==> src/hdl/rcppm_pkg.sv <==
// Shared constants and types of the RC PPM frame generator.
// Used by the register block, the timing core and the top level.
package rcppm_pkg;

    localparam int CHANNELS = 8;
    localparam int CH_IDX_W = (CHANNELS > 1) ? $clog2(CHANNELS) : 1;
    localparam int SLOT_W   = 4;
    localparam int CNT_W    = 16;

    localparam logic [CNT_W-1:0] COUNT_MAX      = '1;
    localparam logic [CNT_W-1:0] FRAME_LEN_RST  = 16'd22500;
    localparam logic [CNT_W-1:0] PULSE_LEN_RST  = 16'd300;
    localparam logic             ACTIVE_RST     = 1'b1;
    localparam logic [CNT_W-1:0] FIRST_SLOT_RST = 16'd1000;
    localparam logic [CNT_W-1:0] OTHER_SLOT_RST = 16'd1500;

    localparam logic KIND_TICK  = 1'b0;
    localparam logic KIND_WRITE = 1'b1;

    localparam int APB_ADDR_W = 4;
    localparam int APB_DATA_W = 32;

    localparam logic [1:0] REG_FRAME_LENGTH = 2'd0;
    localparam logic [1:0] REG_PULSE_LENGTH = 2'd1;
    localparam logic [1:0] REG_ACTIVE_LEVEL = 2'd2;

    typedef struct packed {
        logic [CNT_W-1:0] frame_length;
        logic [CNT_W-1:0] pulse_length;
        logic             active_level;
    } t_cfg;

    typedef struct packed {
        logic              pin_level;
        logic              frame_running;
        logic [SLOT_W-1:0] slot_index;
    } t_result;

endpackage

==> src/hdl/rcppm_apb_regs.sv <==
// Configuration registers of the RC PPM frame generator behind an APB-style port.
// Depends on rcppm_pkg for register codes, reset values and the t_cfg type.
module rcppm_apb_regs
    import rcppm_pkg::*;
(
    input  logic                  i_clk,
    input  logic                  i_rst_n,
    input  logic                  psel,
    input  logic                  penable,
    input  logic                  pwrite,
    input  logic [APB_ADDR_W-1:0] paddr,
    input  logic [APB_DATA_W-1:0] pwdata,
    output logic [APB_DATA_W-1:0] prdata,
    output logic                  pready,
    output t_cfg                  o_cfg
);

    t_cfg       r_cfg;
    logic       w_wr;
    logic [1:0] w_idx;

    assign pready = 1'b1;
    assign w_wr   = psel && penable && pwrite;
    assign w_idx  = paddr[3:2];

    always_ff @(posedge i_clk) begin
        if (!i_rst_n) begin
            r_cfg.frame_length <= FRAME_LEN_RST;
            r_cfg.pulse_length <= PULSE_LEN_RST;
            r_cfg.active_level <= ACTIVE_RST;
        end else if (w_wr) begin
            case (w_idx)
                REG_FRAME_LENGTH: r_cfg.frame_length <= pwdata[CNT_W-1:0];
                REG_PULSE_LENGTH: r_cfg.pulse_length <= pwdata[CNT_W-1:0];
                REG_ACTIVE_LEVEL: r_cfg.active_level <= pwdata[0];
                default: ;
            endcase
        end
    end

    always_comb begin
        case (w_idx)
            REG_FRAME_LENGTH: prdata = {{(APB_DATA_W-CNT_W){1'b0}}, r_cfg.frame_length};
            REG_PULSE_LENGTH: prdata = {{(APB_DATA_W-CNT_W){1'b0}}, r_cfg.pulse_length};
            REG_ACTIVE_LEVEL: prdata = {{(APB_DATA_W-1){1'b0}}, r_cfg.active_level};
            default:          prdata = '0;
        endcase
    end

    assign o_cfg = r_cfg;

endmodule

==> src/hdl/rcppm_core.sv <==
// Timing state of the PPM generator: slot widths, elapsed counters and pulse control.
// Depends on rcppm_pkg; one request is applied per cycle when i_fire is high.
module rcppm_core
    import rcppm_pkg::*;
(
    input  logic              i_clk,
    input  logic              i_rst_n,
    input  t_cfg              i_cfg,
    input  logic              i_fire,
    input  logic              i_kind,
    input  logic [SLOT_W-1:0] i_channel,
    input  logic [CNT_W-1:0]  i_slot_width,
    output t_result           o_result
);

    logic [CNT_W-1:0]  r_widths [CHANNELS];
    logic [CNT_W-1:0]  r_since_frame, n_since_frame;
    logic [CNT_W-1:0]  r_since_slot,  n_since_slot;
    logic [CNT_W-1:0]  r_since_pulse, n_since_pulse;
    logic              r_running,      n_running;
    logic              r_pulse_wanted, n_pulse_wanted;
    logic              r_pulse_idle,   n_pulse_idle;
    logic              r_slot_begin,   n_slot_begin;
    logic [SLOT_W-1:0] r_slot_counter, n_slot_counter;
    logic              r_pin,          n_pin;

    logic              w_frame_done;
    logic [SLOT_W-1:0] w_slot_sel;
    logic [CNT_W-1:0]  w_cur_width;
    logic              w_wr_ok;

    assign w_frame_done = (r_slot_counter >= SLOT_W'(CHANNELS));
    assign w_slot_sel   = w_frame_done ? '0 : r_slot_counter;
    assign w_cur_width  = r_widths[w_slot_sel[CH_IDX_W-1:0]];
    assign w_wr_ok      = i_fire && (i_kind == KIND_WRITE)
                          && (i_channel < SLOT_W'(CHANNELS));

    always_comb begin
        n_since_frame  = r_since_frame;
        n_since_slot   = r_since_slot;
        n_since_pulse  = r_since_pulse;
        n_running      = r_running;
        n_pulse_wanted = r_pulse_wanted;
        n_pulse_idle   = r_pulse_idle;
        n_slot_begin   = r_slot_begin;
        n_slot_counter = r_slot_counter;
        n_pin          = r_pin;
        if (i_fire && (i_kind == KIND_TICK)) begin
            n_since_frame = (r_since_frame == COUNT_MAX) ? COUNT_MAX : r_since_frame + 1'b1;
            n_since_slot  = (r_since_slot  == COUNT_MAX) ? COUNT_MAX : r_since_slot  + 1'b1;
            n_since_pulse = (r_since_pulse == COUNT_MAX) ? COUNT_MAX : r_since_pulse + 1'b1;
            if (n_since_frame >= i_cfg.frame_length) begin
                n_since_frame = '0;
                n_running     = 1'b1;
            end
            if (w_frame_done) begin
                n_running      = 1'b0;
                n_slot_counter = '0;
                n_pulse_wanted = 1'b1;
            end
            if (n_running) begin
                if (r_slot_begin) begin
                    n_pulse_wanted = 1'b1;
                    n_slot_begin   = 1'b0;
                    n_since_slot   = '0;
                end else if (n_since_slot >= w_cur_width) begin
                    n_slot_counter = w_slot_sel + 1'b1;
                    n_slot_begin   = 1'b1;
                end
            end
            if (n_pulse_wanted) begin
                if (r_pulse_idle) begin
                    n_pin         = i_cfg.active_level;
                    n_pulse_idle  = 1'b0;
                    n_since_pulse = '0;
                end else if (n_since_pulse >= i_cfg.pulse_length) begin
                    n_pin          = ~i_cfg.active_level;
                    n_pulse_wanted = 1'b0;
                    n_pulse_idle   = 1'b1;
                end
            end
        end
    end

    always_ff @(posedge i_clk) begin
        if (!i_rst_n) begin
            r_since_frame  <= '0;
            r_since_slot   <= '0;
            r_since_pulse  <= '0;
            r_running      <= 1'b0;
            r_pulse_wanted <= 1'b0;
            r_pulse_idle   <= 1'b1;
            r_slot_begin   <= 1'b1;
            r_slot_counter <= '0;
            r_pin          <= ~ACTIVE_RST;
        end else begin
            r_since_frame  <= n_since_frame;
            r_since_slot   <= n_since_slot;
            r_since_pulse  <= n_since_pulse;
            r_running      <= n_running;
            r_pulse_wanted <= n_pulse_wanted;
            r_pulse_idle   <= n_pulse_idle;
            r_slot_begin   <= n_slot_begin;
            r_slot_counter <= n_slot_counter;
            r_pin          <= n_pin;
        end
    end

    always_ff @(posedge i_clk) begin
        if (!i_rst_n) begin
            for (int i = 0; i < CHANNELS; i++) begin
                r_widths[i] <= (i == 0) ? FIRST_SLOT_RST : OTHER_SLOT_RST;
            end
        end else if (w_wr_ok) begin
            r_widths[i_channel[CH_IDX_W-1:0]] <= i_slot_width;
        end
    end

    assign o_result.pin_level     = n_pin;
    assign o_result.frame_running = n_running;
    assign o_result.slot_index    = n_slot_counter;

`ifndef SYNTHESIS
    a_slot_in_range: assert property (@(posedge i_clk) disable iff (!i_rst_n)
        r_slot_counter <= SLOT_W'(CHANNELS))
        else $error("slot counter beyond the channel count");

    a_pulse_busy_wanted: assert property (@(posedge i_clk) disable iff (!i_rst_n)
        !r_pulse_idle |-> r_pulse_wanted)
        else $error("pulse in progress without a pending pulse");

    a_write_keeps_timing: assert property (@(posedge i_clk) disable iff (!i_rst_n)
        (i_fire && i_kind == KIND_WRITE) |=> $stable(r_since_frame) && $stable(r_pin))
        else $error("slot width write changed the timing state");
`endif

endmodule

==> src/hdl/rc_ppm_frame_generator_top.sv <==
// Top level of the RC PPM frame generator: stream ports, input and result registers.
// Depends on rcppm_pkg, rcppm_apb_regs and rcppm_core.
//
// Usage: each request on the slave stream is either a one-microsecond tick
// (tuser = 0) or a write of one channel's slot width (tuser = 1). Every request
// yields exactly one result on the master stream with the pin level, the
// frame-running flag and the slot index after that request is applied.
// Writes to channels at or beyond the channel count leave the widths unchanged.
// An accepted request is registered in the input register, applied by the
// timing core once the result register can take a result, and its result is
// registered in the result register that drives the master stream.
// One request is taken every cycle while the receiver does not stall; the
// compare and update of the timing core is the rate limit.
// When the receiver stalls, the pending result holds in the result register,
// one more request waits in the input register, and then s_axis_tready drops.
// The APB port sets frame length, pulse length and active level; pready is
// always high. A synchronous reset restores the default widths and settings,
// clears the counters, drives the pin to its idle level and empties both
// registers.
module rc_ppm_frame_generator_top
    import rcppm_pkg::*;
(
    input  logic                  i_clk,
    input  logic                  i_rst_n,
    input  logic                  s_axis_tvalid,
    output logic                  s_axis_tready,
    input  logic [23:0]           s_axis_tdata,  // channel[3:0], slot_width[19:4], zero pad
    input  logic                  s_axis_tuser,  // kind[0]
    output logic                  m_axis_tvalid,
    input  logic                  m_axis_tready,
    output logic [7:0]            m_axis_tdata,  // pin_level[0], frame_running[1],
                                                 // slot_index[5:2], zero pad
    input  logic                  psel,
    input  logic                  penable,
    input  logic                  pwrite,
    input  logic [APB_ADDR_W-1:0] paddr,
    input  logic [APB_DATA_W-1:0] pwdata,
    output logic [APB_DATA_W-1:0] prdata,
    output logic                  pready
);

    t_cfg              w_cfg;
    t_result           w_result;
    logic              r_in_valid;
    logic              r_in_kind;
    logic [SLOT_W-1:0] r_in_channel;
    logic [CNT_W-1:0]  r_in_width;
    logic              r_out_valid;
    t_result           r_out;
    logic              w_advance;
    logic              w_fire;
    logic              w_accept;

    assign w_advance     = !r_out_valid || m_axis_tready;
    assign w_fire        = r_in_valid && w_advance;
    assign s_axis_tready = !r_in_valid || w_advance;
    assign w_accept      = s_axis_tvalid && s_axis_tready;

    rcppm_apb_regs u_regs (
        .i_clk   (i_clk),
        .i_rst_n (i_rst_n),
        .psel    (psel),
        .penable (penable),
        .pwrite  (pwrite),
        .paddr   (paddr),
        .pwdata  (pwdata),
        .prdata  (prdata),
        .pready  (pready),
        .o_cfg   (w_cfg)
    );

    rcppm_core u_core (
        .i_clk        (i_clk),
        .i_rst_n      (i_rst_n),
        .i_cfg        (w_cfg),
        .i_fire       (w_fire),
        .i_kind       (r_in_kind),
        .i_channel    (r_in_channel),
        .i_slot_width (r_in_width),
        .o_result     (w_result)
    );

    always_ff @(posedge i_clk) begin
        if (!i_rst_n) begin
            r_in_valid  <= 1'b0;
            r_out_valid <= 1'b0;
        end else begin
            if (w_accept) begin
                r_in_valid <= 1'b1;
            end else if (w_fire) begin
                r_in_valid <= 1'b0;
            end
            if (w_fire) begin
                r_out_valid <= 1'b1;
            end else if (m_axis_tready) begin
                r_out_valid <= 1'b0;
            end
        end
    end

    always_ff @(posedge i_clk) begin
        if (w_accept) begin
            r_in_kind    <= s_axis_tuser;
            r_in_channel <= s_axis_tdata[3:0];
            r_in_width   <= s_axis_tdata[19:4];
        end
        if (w_fire) begin
            r_out <= w_result;
        end
    end

    assign m_axis_tvalid = r_out_valid;
    assign m_axis_tdata  = {2'b00, r_out.slot_index, r_out.frame_running, r_out.pin_level};

`ifndef SYNTHESIS
    a_in_holds: assert property (@(posedge i_clk) disable iff (!i_rst_n)
        (r_in_valid && !w_advance) |=> r_in_valid)
        else $error("input request dropped while the result register was full");

    a_fire_gives_result: assert property (@(posedge i_clk) disable iff (!i_rst_n)
        w_fire |=> r_out_valid)
        else $error("processed request produced no result");

    a_reset_empty: assert property (@(posedge i_clk)
        !i_rst_n |=> !r_out_valid && !r_in_valid)
        else $error("registers not empty after reset");
`endif

endmodule
==> config.mk <==
export PLATFORM = sky130hd
export DESIGN_NAME = rc_ppm_frame_generator_top
export DESIGN_NICKNAME = d
export VERILOG_FILES = /design/src/hdl/rcppm_pkg.sv /design/src/hdl/rcppm_apb_regs.sv /design/src/hdl/rcppm_core.sv /design/src/hdl/rc_ppm_frame_generator_top.sv
export SDC_FILE = /design/constraint.sdc
export NUM_CORES = 1
export LEC_CHECK = 0
export BUFFER_PORTS_ARGS = -buffer_cell sky130_fd_sc_hd__buf_4
export CORE_MARGIN = 2
export CORE_UTILIZATION = 25
export CTS_CLUSTER_SIZE = 25
export DETAILED_ROUTE_END_ITERATION = 10
export SYNTH_ARGS = -nofsm -noshare
export SYNTH_HDL_FRONTEND = slang
export SYNTH_HIERARCHICAL = 1
export SYNTH_SLANG_ARGS = --single-unit
==> constraint.sdc <==
create_clock -name i_clk -period 9.7 [get_ports i_clk]
set_input_delay 1.94 -clock i_clk [delete_from_list [all_inputs] [get_ports i_clk]]
set_output_delay 1.94 -clock i_clk [all_outputs]
set_load 0.05 [all_outputs]
Word level (Yosys, flattened, before mapping)
Memory sizes are Yosys's and may differ from the RTL's.
Index checks and enable logic that the tools add are counted.

storage, ports and cells
  flip-flop bits (word level) = 119
  bits in latches = 0
  memory bits (writable) = 128
  memory bits (read-only) = 0
  bits of input ports = 68
  output and inout port bits = 43
  logic and storage cells = 101
  memories = 1

operators by class
  add/sub/neg operators = 4
  multipliers = 0
  div/mod/pow operators = 0
  order comparisons = 5
  equal/unequal tests = 5
  shift-type cells = 0
  mux-type cells = 44
  bitwise operators = 2
  reductions and logical operators = 20

memory list
  memory           depth  bits a word  rd ports  clocked after Yosys merged registers in  write ports  line              RTL
  u_core.r_widths  8      16           1         0                                        8            rcppm_core.sv:16  logic [CNT_W-1:0] r_widths [CHANNELS];

operator list
  operator                                                          number
  16-bit 2-to-1 mux                                                 9
  16-bit by 1-bit adder with 16-bit output (second input constant)  3
  16-bit == test (second input constant)                            3
  16-bit >= comparator                                              3
  16-bit case mux with 3 select lines                               1
  1-bit 2-to-1 mux                                                  28
  4-bit 2-to-1 mux                                                  5
  16-bit OR reduction                                               1
  2-bit AND reduction                                               5
  1-bit logical AND                                                 7
  4-bit by 1-bit adder with 4-bit output (second input constant)    1
  4-bit >= comparator (second input constant)                       1
  4-bit less-than comparator (second input constant)                1
  2-bit nonzero test                                                2
  3-bit 2-to-1 mux                                                  1
  2-bit by 1-bit == test with 1-bit output (second input constant)  1
  2-bit == test (second input constant)                             1
  1-bit zero test                                                   2
  2-bit zero test                                                   1
  1-bit logical OR                                                  2
  1-bit NOT                                                         2

Longest topological paths before layout
Gate-level depths: netlist of the first run.

  depth after elaboration = 10
  gate-level depth with buffers = 17
  depth with buffers taken out = 14

Modules after synthesis
The synthesis of the first run kept the hierarchy.

by module, submodules not included
  module                      instances  cells each  area an instance (µm²)  seq. area each (µm²)
  rcppm_core                  1          923         10211.0                 4984.8
  rcppm_apb_regs              1          197         1729.2                  660.6
  rc_ppm_frame_generator_top  1          39          933.4                   850.8

Worst setup path after synthesis of the first run
No wires, ideal clock.

  path kind = input -> output
  start point = input port paddr[2]
  end point = output port prdata[11]
  data arrival time = 3097 ps
  required time = 7760 ps
  path slack = 4663 ps
  cell stages on the path = 4
  path buffers = 2
  path through = buf_4 buf_2 mux2i_1 nor2_1

on the way
  word-level cells in the longest chain between the ends = 2
  elaborated cells between the ends (all ways) = 4
  classes of those cells = eq/ne (2); mux (1); reduce/logical (1)

RTL lines
  element                                      line                              RTL
  start: declaration                           rc_ppm_frame_generator_top.sv:36  input logic [APB_ADDR_W-1:0] paddr,
  2-bit == test, or another cell as far along  rcppm_apb_regs.sv:42              case (w_idx)
  16-bit case mux with 3 select lines *        rcppm_apb_regs.sv:42
  end: declaration                             rc_ppm_frame_generator_top.sv:38  output logic [APB_DATA_W-1:0] prdata,

Mark *: on every way between the ends. The rest lies on a longest branch, timed or not.

Worst setup path in the final report of the first run
  start point = input port paddr[2]
  end point = output port prdata[10]

Same word-level chain as after synthesis.

==> results.toml, run 1 <==
[critical_path]
startpoint_type = "primary input"
reg2regPathDepth = 14
cpMostUsedCell = "buf_4"
worst_ep_required_time_ns = 7.76
worst_path_largest_cell_delay_ns = 0.36
crit_type = "primary input to output port"
critical_path.cell_chain = "buf_4, mux2i_1, nor2_1, buf_4"
crit_fanout = 26
worst-r2r-setup-slack_ns = 4.93
crit_slowest_cell = "buf_4"
regToRegEndpoint = "u_core/r_since_frame[13]$_SDFFE_PN0P_"
r2r_start = "u_core/r_since_frame[0]$_SDFFE_PN0P_"
cp-end-kind = "output port"
crit_arrival_ns = 2.87

[min_path]
holdPathStages = 2
hp-class = "flop to flop"
whs_endpoint = "u_regs/o_cfg[16]$_SDFFE_PN0P_"
min-delay-start = "u_regs/o_cfg[16]$_SDFFE_PN0P_"

[finish]
fillers = 5299
antenna_cells = 0
stdcell_area_um2 = 14900
area_growth_pct = 15.9
drive_gt1_frac = 0.165
fin_nets = 1337

[power]
switchingPower_w = 0.000530
power_leakage_nw = 5.76
pwr-share-comb = 0.061
power_w = 0.00231
powerDensity_nw_per_um2 = 155
p_int_w = 0.00178
vdd_drop_max_v = 0.000120
p_sw_frac = 0.229
seq_power_share = 0.501
pwr-share-clk = 0.438

[global_routing]
grt_pass1_wl_um = 47100
antenna_found_initial = 0
grt_start_max_net_pins = 70
grt.total_usage = 0.110
globalRoute.totalOverflow = 0
grt_pass1_vias = 8492

[logic_synthesis]
ys_seq_area_frac = 0.505
synth_top_area_frac = 0.362
ys_async_sr_fraction = 0
syn_area_per_cell_um2 = 11.1
synth_cell_types = 69
yosys_most_used_dff = "edfxtp_1"
synth_seq_cells = 247
ys_top_cells_by_area = "edfxtp_1, dfxtp_1, mux4_2"
yosysWarnings = 6
synth_area_um2 = 12900
synth.largest_area_cell = "edfxtp_1"
synth_edf_count = 155
syn_inst = 1159

[drt]
routed_wl_um = 29500
ant_nets = 0
via_per_inst = 4.61
drc_errors = 0
drt-wirelength-per-cell_um = 15.4
drt_iter0_drc = 563
vias = 8832
drt_pass1_iterations = 6

[clock_tree]
insertion_delay_ns = 0.55
cts_setup_buffers = 0
cts.htree.levels = 1
cts_buffer_depth = 3
cts_tree = "built"
cts_root_buf = "clkbuf_16"
clkSlewWorstSetupHoldPaths_ns = 0.06
hold_buffers = 0
cts_made_buffers = 27
cts_resized = 0
cts.sinks = 247

[die]
placementRows = 83
start_util = 0.252
die-area_um2 = 53300
die-width_um = 231
ios = 111
die_y_um = 231
coreArea_um2 = 51100

[placement]
place_area_um2 = 14100
io_buffer_count = 69
gp_congestion = 0.774
hpwl_um = 20300

[sta]
max_slew_margin = 0.286
hold_viol = 0
rsz0062_at_grt = "no"
max_freq_mhz = 208
worst_pin_slew_ns = 1.07
setup_viol = 0
drv_slew = 0
fin_setup_tns_ns = 0
clock-skew-final_ns = 0.00718
finalCritPeriodShare = 0.496
fin_crit_ns = 4.81

[run]
maxCapViolations = 0

[status]
outcome = "completed"
sequential cells by signal, indices dropped and copies added (netlist names):
| signal | flops |
|---|---|
| m_axis_tdata | 6 |
| m_axis_tvalid | 1 |
| r_in_channel | 4 |
| r_in_kind | 1 |
| r_in_valid | 1 |
| r_in_width | 16 |
| u_core/r_pin | 1 |
| u_core/r_pulse_idle | 1 |
| u_core/r_pulse_wanted | 1 |
| u_core/r_running | 1 |
| u_core/r_since_frame | 16 |
| u_core/r_since_pulse | 16 |
| u_core/r_since_slot | 16 |
| u_core/r_slot_begin | 1 |
| u_core/r_slot_counter | 4 |
| u_core/r_widths | 128 |
| u_regs/o_cfg | 33 |
layer usage:
layer	track usage	vias up	share of wire	routed length, µm
met5	0	-	0	0
met4	0.0228	0	0.015	443
met3	0.0188	33	0.053	1560
met2	0.184	198	0.48	14100
met1	0.149	4319	0.45	13400
li1	-	4282	-	-
cell usage after synthesis (all sizes together) (6+ instances only):
cell type / n
inv: 51
or3: 49
and4: 6
nor2: 70
nand4: 10
a21oi: 35
nor3: 14
and2: 81
nand2b: 26
edfxtp: 155
nand2: 111
xor2: 15
nand3: 35
o21a: 8
xnor2: 14
a21o: 8
a22oi: 27
o31ai: 7
o21ai: 31
a31oi: 9
o211ai: 13
mux4: 30
dfxtp: 92
and3: 12
a22o: 7
nor2b: 14
mux2i: 58
buf: 42
clkbuf: 36
ha: 52
worst max path at each step:
stage,start,to
global placement,m_axis_tready,u_core/r_widths[0][15]$_SDFFCE_PN0P_
detailed placement,m_axis_tready,u_core/r_widths[0][15]$_SDFFCE_PN0P_
CTS,paddr[2],prdata[0]
floorplan,paddr[2],prdata[11]
global route,u_core/r_since_frame[0]$_SDFFE_PN0P_,u_core/r_since_frame[13]$_SDFFE_PN0P_
finish,paddr[2],prdata[10]
cell type report:
cell class,instances,area [µm²],area share
clock buffers,38,757,0.0507
clock inverters,9,110,0.00738
inverters,51,191,0.0128
multi-input cells,799,5840,0.391
flip-flops and latches,247,6500,0.435
well taps,680,851,0.0570
repair buffers,91,683,0.0458
critical path, delay by kind of cell:
kind	cells	cell delay, ns
muxes	1	0.29
buffers and inverters	2	0.56
and+or+nand+nor	1	0.06
stage by stage:
step / std cells / setup slack [ns] / hold WS [ns] / utilization
after floorplan: 1175 / 4.66 / 0.447 / -
after global routing: 1915 / 4.47 / 0.506 / 0.292
after global placement: 1868 / 4.82 / 0.459 / 0.275
final: 1915 / 4.89 / 0.478 / 0.292
after detailed placement: 1868 / 4.77 / 0.471 / 0.275
after CTS: 1915 / 4.90 / 0.479 / 0.292
power groups by stage:
stage	Combinational, W	Clock, W	Sequential [W]
5_1_grt	0.000153	0.00109	0.00116
4_1_cts	0.000143	0.00104	0.00116
2_1_floorplan	0.0000972	0	0.00118
3_3_place_gp	0.000142	0	0.00118
3_5_place_dp	0.000143	0	0.00118
6_report	0.000141	0.00101	0.00116
cell usage in the layout (no fill, tap or decap), drive strengths merged, types with 5 or more instances in the layout:
master  synthesis  final
a21o            8      8
a21oi          35     35
a22o            7      7
a22oi          27     27
a31oi           9      9
and2           81     81
and3           12     12
and4            6      6
buf            42     91
clkbuf         36     38
clkinv          0      5
conb            3     19
dfxtp          92     92
edfxtp        155    155
ha             52     52
inv            51     52
mux2i          58     58
mux4           30     30
nand2         111    111
nand2b         26     26
nand3          35     35
nand4          10     10
nor2           70     70
nor2b          14     14
nor3           14     14
o211ai         13     13
o21a            8      8
o21ai          31     31
o31ai           7      7
or3            49     49
xnor2          14     14
xor2           15     15
kinds of logic (layout without fill, tap and decap cells):
| kind of cell | Yosys count | in the layout | synth area share |
|---|---|---|---|
| buffers and inverters | 129 | 189 | 0.0470 |
| AO/OA/AOI/OAI | 171 | 171 | 0.0961 |
| XOR/XNOR | 29 | 29 | 0.0197 |
| multiplexers | 92 | 92 | 0.101 |
| AND/OR/NAND/NOR | 436 | 436 | 0.180 |
| flip-flops | 247 | 247 | 0.505 |
| other | 3 | 19 | 0.000875 |
| adder cells (fa/ha/maj) | 52 | 52 | 0.0505 |
(Power assumes the default switching activity.)
==> run 2, diff against run 1 <==
- clock period: 9.7 -> 4.65 ns (I/O delays scaled with it)
==> results.toml, run 2 (same netlist as run 1, synthesis figures left out) <==
[die]
coreArea_um2 = 51100
start_util = 0.252
die-area_um2 = 53300
die_y_um = 231
ios = 111
die-width_um = 231
placementRows = 83

[finish]
largest-register = "u_core/r_widths"
area_growth_pct = 16.9
final_cells = 1929
mostFrequentLayoutCells = "edfxtp_1, nand2_1, buf_4"
fin_util = 0.294
drive_gt1_frac = 0.172
fin_nets = 1347
largest_reg_flops = 128
final_common_cell = "edfxtp_1"
antenna_cells = 0

[power]
pwr-share-comb = 0.061
pwr-share-clk = 0.446
p_int_w = 0.00375
power_w = 0.00490
switchingPower_w = 0.00115
powerDensity_nw_per_um2 = 325
vdd_drop_max_v = 0.000290
power_leakage_nw = 5.83
p_sw_frac = 0.234
seq_power_share = 0.493

[sta]
hold_viol = 0
max_slew_margin = 0.402
worst_pin_slew_ns = 0.896
finalCritPeriodShare = 0.896
clock-skew-final_ns = 0.0540
setup_viol = 0
rsz0062_at_grt = "no"
max_freq_mhz = 240
drv_slew = 0
fin_crit_ns = 4.17
finalWorstSetupSlack_ns = 0.485
fin_setup_tns_ns = 0

[critical_path]
reg2regPathDepth = 14
worst_ep_required_time_ns = 5.13
crit_family = "simple AND/OR/NAND/NOR gates"
crit_fanout = 10
startpoint_type = "flop"
crit_type = "flop to flop"
path_buf_inv = 0
crit_arrival_ns = 4.65
worst_path_largest_cell_delay_ns = 0.43
critical_path.cell_chain = "ha_1, and3_1, nand3_1, nor3_1, nand2b_1, and2_1, ha_1, nand2b_4, a2111o_1, a41oi_2, nand3b_4, a31oi_4, and2_0, a22o_1"
cp-end-kind = "flop"
crit_cells = 14
cpMostUsedCell = "ha_1"
worst-r2r-setup-slack_ns = 0.48
crit_slowest_cell = "a2111o_1"

[clock_tree]
cts_buffer_depth = 3
cts.htree.levels = 1
cts_root_buf = "clkbuf_16"
clkSlewWorstSetupHoldPaths_ns = 0.06
hold_buffers = 0
cts_made_buffers = 28
cts.sinks = 247
cts_resized = 0
insertion_delay_ns = 0.59
cts_setup_buffers = 0
cts_tree = "built"

[global_routing]
grt.total_usage = 0.111
grt_start_max_net_pins = 78
globalRoute.totalOverflow = 0
grt_pass1_wl_um = 47500
antenna_found_initial = 0
grt_pass1_vias = 8732

[placement]
post-place-ws_ns = 0.474
gp_congestion = 0.768
hpwl_um = 20400
dp.cells = 1877
io_buffer_count = 69

[drt]
ant_nets = 0
drt-wirelength-per-cell_um = 15.3
vias = 8787
drt_pass1_iterations = 5
drt_iter0_drc = 540
via_per_inst = 4.56
drc_errors = 0
routed_wl_um = 29400

[status]
outcome = "completed"

[run]
maxCapViolations = 0

[min_path]
holdPathStages = 2
hp-class = "flop to flop"
-- run 2: changes by cell type in the layout (fill, tap and decap cells not counted), moves of 2 or more --
| cell | delta |
|---|---|
| clkinv_2 | -2 |
| clkbuf_1 | +5 |
| clkinv_1 | -2 |
| buf_4 | +9 |
| clkbuf_8 | +2 |
-- run 2: worst paths after layout --
path | endpoint | start
max | u_core/r_since_slot[11]$_SDFFE_PN0P_ | u_core/r_since_frame[0]$_SDFFE_PN0P_
min | u_regs/o_cfg[5]$_SDFFE_PN0P_ | u_regs/o_cfg[5]$_SDFFE_PN0P_
max reg2reg | u_core/r_since_slot[11]$_SDFFE_PN0P_ | u_core/r_since_frame[0]$_SDFFE_PN0P_
min reg2reg | u_regs/o_cfg[5]$_SDFFE_PN0P_ | u_regs/o_cfg[5]$_SDFFE_PN0P_
-- run 2: power groups by stage --
stage	combinational, W	clock (W)	sequential [W]
after detailed placement	0.000303	0	0.00246
after global routing	0.000324	0.00234	0.00242
after global placement	0.000298	0	0.00246
after floorplan	0.000203	0	0.00245
final	0.000298	0.00218	0.00241
after CTS	0.000303	0.00225	0.00241
-- run 2: layout make-up --
type / count / area (µm²)
clock buffer: 46 / 828
inverter: 51 / 191
tap: 680 / 851
fill: 5350 / 36000
timing repair buffer: 100 / 751
multi-input combinational: 799 / 5840
sequential: 247 / 6500
clock inverter: 6 / 90.1
-- run 2: tightest hold or removal path, stage by stage (launching register included) --
cell and delay [ns]:
dfxtp_1 0.32, nand2_1 0.06, mux2i_1 0.05
-- run 2: per-layer routing --
metal | vias up | GRT usage | part of all wire
li1 | 4295 | - | -
met1 | 4265 | 0.151 | 0.46
met2 | 190 | 0.182 | 0.47
met3 | 37 | 0.0196 | 0.053
met4 | 0 | 0.0276 | 0.019
met5 | - | 0 | 0
-- run 2: metrics by stage --
stage	hold slack (ns)	instance area (µm²)
detailed placement	0.470	14100
global placement	0.459	14100
floorplan	0.447	12900
finish	0.476	15000
global route	0.487	15000
CTS	0.478	15000
==> run 3, diff against run 2 <==
--- a/config.mk
+++ b/config.mk
@@ -7,5 +7,6 @@
 export LEC_CHECK = 0
 export BUFFER_PORTS_ARGS = -buffer_cell sky130_fd_sc_hd__buf_4
-export CORE_MARGIN = 2
+export CAP_MARGIN = 20
+export CORE_MARGIN = 5
 export CORE_UTILIZATION = 25
 export CTS_CLUSTER_SIZE = 25
==> constraint.sdc (replaced) <==
create_clock -name i_clk -period 4.65 [get_ports i_clk]
set_input_delay 0.465 -clock i_clk [delete_from_list [all_inputs] [get_ports i_clk]]
set_output_delay 0.465 -clock i_clk [all_outputs]
set_load 0.05 [all_outputs]
==> results.toml, run 3 (same netlist as run 1, synthesis figures left out) <==
[placement]
gp_congestion = 0.766
io_buffer_count = 69
post-place-ws_ns = 0.498
place_area_um2 = 14100
hpwl_um = 20800

[clock_tree]
clkSlewWorstSetupHoldPaths_ns = 0.06
cts.sinks = 247
hold_buffers = 0
cts_root_buf = "clkbuf_16"
cts_tree = "built"
cts_setup_buffers = 0
insertion_delay_ns = 0.55
cts_buffer_depth = 3
cts.htree.levels = 1
cts_resized = 0
cts_made_buffers = 28

[sta]
finalCritPeriodShare = 0.900
finalWorstSetupSlack_ns = 0.463
hold_viol = 0
setup_viol = 0
max_slew_margin = 0.381
worst_pin_slew_ns = 0.929
rsz0062_at_grt = "no"
max_freq_mhz = 239
fin_crit_ns = 4.19
drv_slew = 0
fin_setup_tns_ns = 0
clock-skew-final_ns = 0.0141

[power]
powerDensity_nw_per_um2 = 321
vdd_drop_max_v = 0.000276
power_leakage_nw = 5.80

[critical_path]
crit_start = "u_core/r_since_frame[0]$_SDFFE_PN0P_"
crit_arrival_ns = 4.67
r2r_start = "u_core/r_since_frame[0]$_SDFFE_PN0P_"
crit_fanout = 16
reg2regPathDepth = 15
crit_type = "flop to flop"
startpoint_type = "flop"
worst_ep_required_time_ns = 5.13
cp-end-kind = "flop"

[drt]
routed_wl_um = 29800
via_per_inst = 4.58
drt-wirelength-per-cell_um = 15.5
ant_nets = 0
drt_iter0_drc = 545
drt_pass1_iterations = 5
vias = 8816
drc_errors = 0

[min_path]
holdPathStages = 1
hp-class = "primary input to flop"
min-delay-start = "s_axis_tdata[12]"

[die]
coreArea_um2 = 51200
start_util = 0.251
ios = 111
die-area_um2 = 56100
placementRows = 83
die_y_um = 237
die-width_um = 237

[finish]
final_common_cell = "edfxtp_1"
drive_gt1_frac = 0.170
fin_util = 0.293
area_growth_pct = 16.4
largest_reg_flops = 128
antenna_cells = 0
fin_nets = 1344
mostFrequentLayoutCells = "edfxtp_1, nand2_1, buf_4"
stdcell_area_um2 = 15000
largest-register = "u_core/r_widths"

[global_routing]
antenna_found_initial = 0
grt_pass1_vias = 8561
grt_pass1_wl_um = 47300
globalRoute.totalOverflow = 0
grt.total_usage = 0.102
grt_start_max_net_pins = 68

[run]
maxCapViolations = 0

[status]
outcome = "completed"
run 3: changes by cell type in the layout (fill, tap and decap cells not counted):
cell,change
clkinv_4,-1
clkbuf_1,-6
clkinv_16,-1
clkinv_8,+1
bufinv_16,-1
clkbuf_16,+2
inv_8,+1
clkinv_2,+3
clkinvlp_4,-1
clkbuf_8,-4
clkinv_1,+5
buf_4,-3
run 3: path summary, 6_finish.rpt:
kind                                           to  slack (ns)
max          u_core/r_since_slot[10]$_SDFFE_PN0P_        0.46
min                       r_in_width[8]$_DFFE_PP_        0.08
max reg2reg  u_core/r_since_slot[10]$_SDFFE_PN0P_        0.46
min reg2reg          u_regs/o_cfg[2]$_SDFFE_PN0P_        0.48
run 3: stage by stage:
| stage | total power [W] | cells | hold slack (ns) |
|---|---|---|---|
| after floorplan | 0.00266 | 1175 | 0.447 |
| after global placement | 0.00275 | 1874 | 0.459 |
| after detailed placement | 0.00276 | 1874 | 0.470 |
| after CTS | 0.00488 | 1924 | 0.0541 |
| after global routing | 0.00499 | 1924 | 0.0556 |
| final | 0.00481 | 1924 | 0.0829 |
run 3: worst max-delay path, cell delays in order, from the launching register on:
cell      delay (ns)
dfxtp_1         0.40
ha_1            0.23
and3_1          0.21
nand3_1         0.20
nor3_1          0.34
nand2b_1        0.12
buf_4           0.21
nand2_1         0.13
ha_1            0.26
a21oi_1         0.14
o21ai_0         0.12
a221oi_2        0.58
nand3b_4        0.24
a31oi_4         0.35
and2_0          0.38
a22o_1          0.20
run 3: layout make-up:
cell class                      instances  area [µm²]
Fill cell                            5260       36200
Sequential cell                       247        6500
Multi-Input combinational cell        799        5840
Tap cell                              680         851
Clock buffer                           38         801
Timing Repair Buffer                   97         728
Inverter                               51         191
Clock inverter                         12        75.1
run 3: where the power goes:
part	switching (W)	internal, W	leakage [nW]
Combinational	0.000201	0.0000948	3.21
Clock	0.000896	0.00121	0.432
Sequential	0.0000348	0.00238	2.16
run 3: metal layers:
metal	up-vias	part of all wire	wire, µm	track usage
li1	4301	-	-	-
met1	4291	0.46	13700	0.139
met2	190	0.48	14300	0.171
met3	34	0.045	1350	0.0178
met4	0	0.016	471	0.0220
met5	-	0	0	0
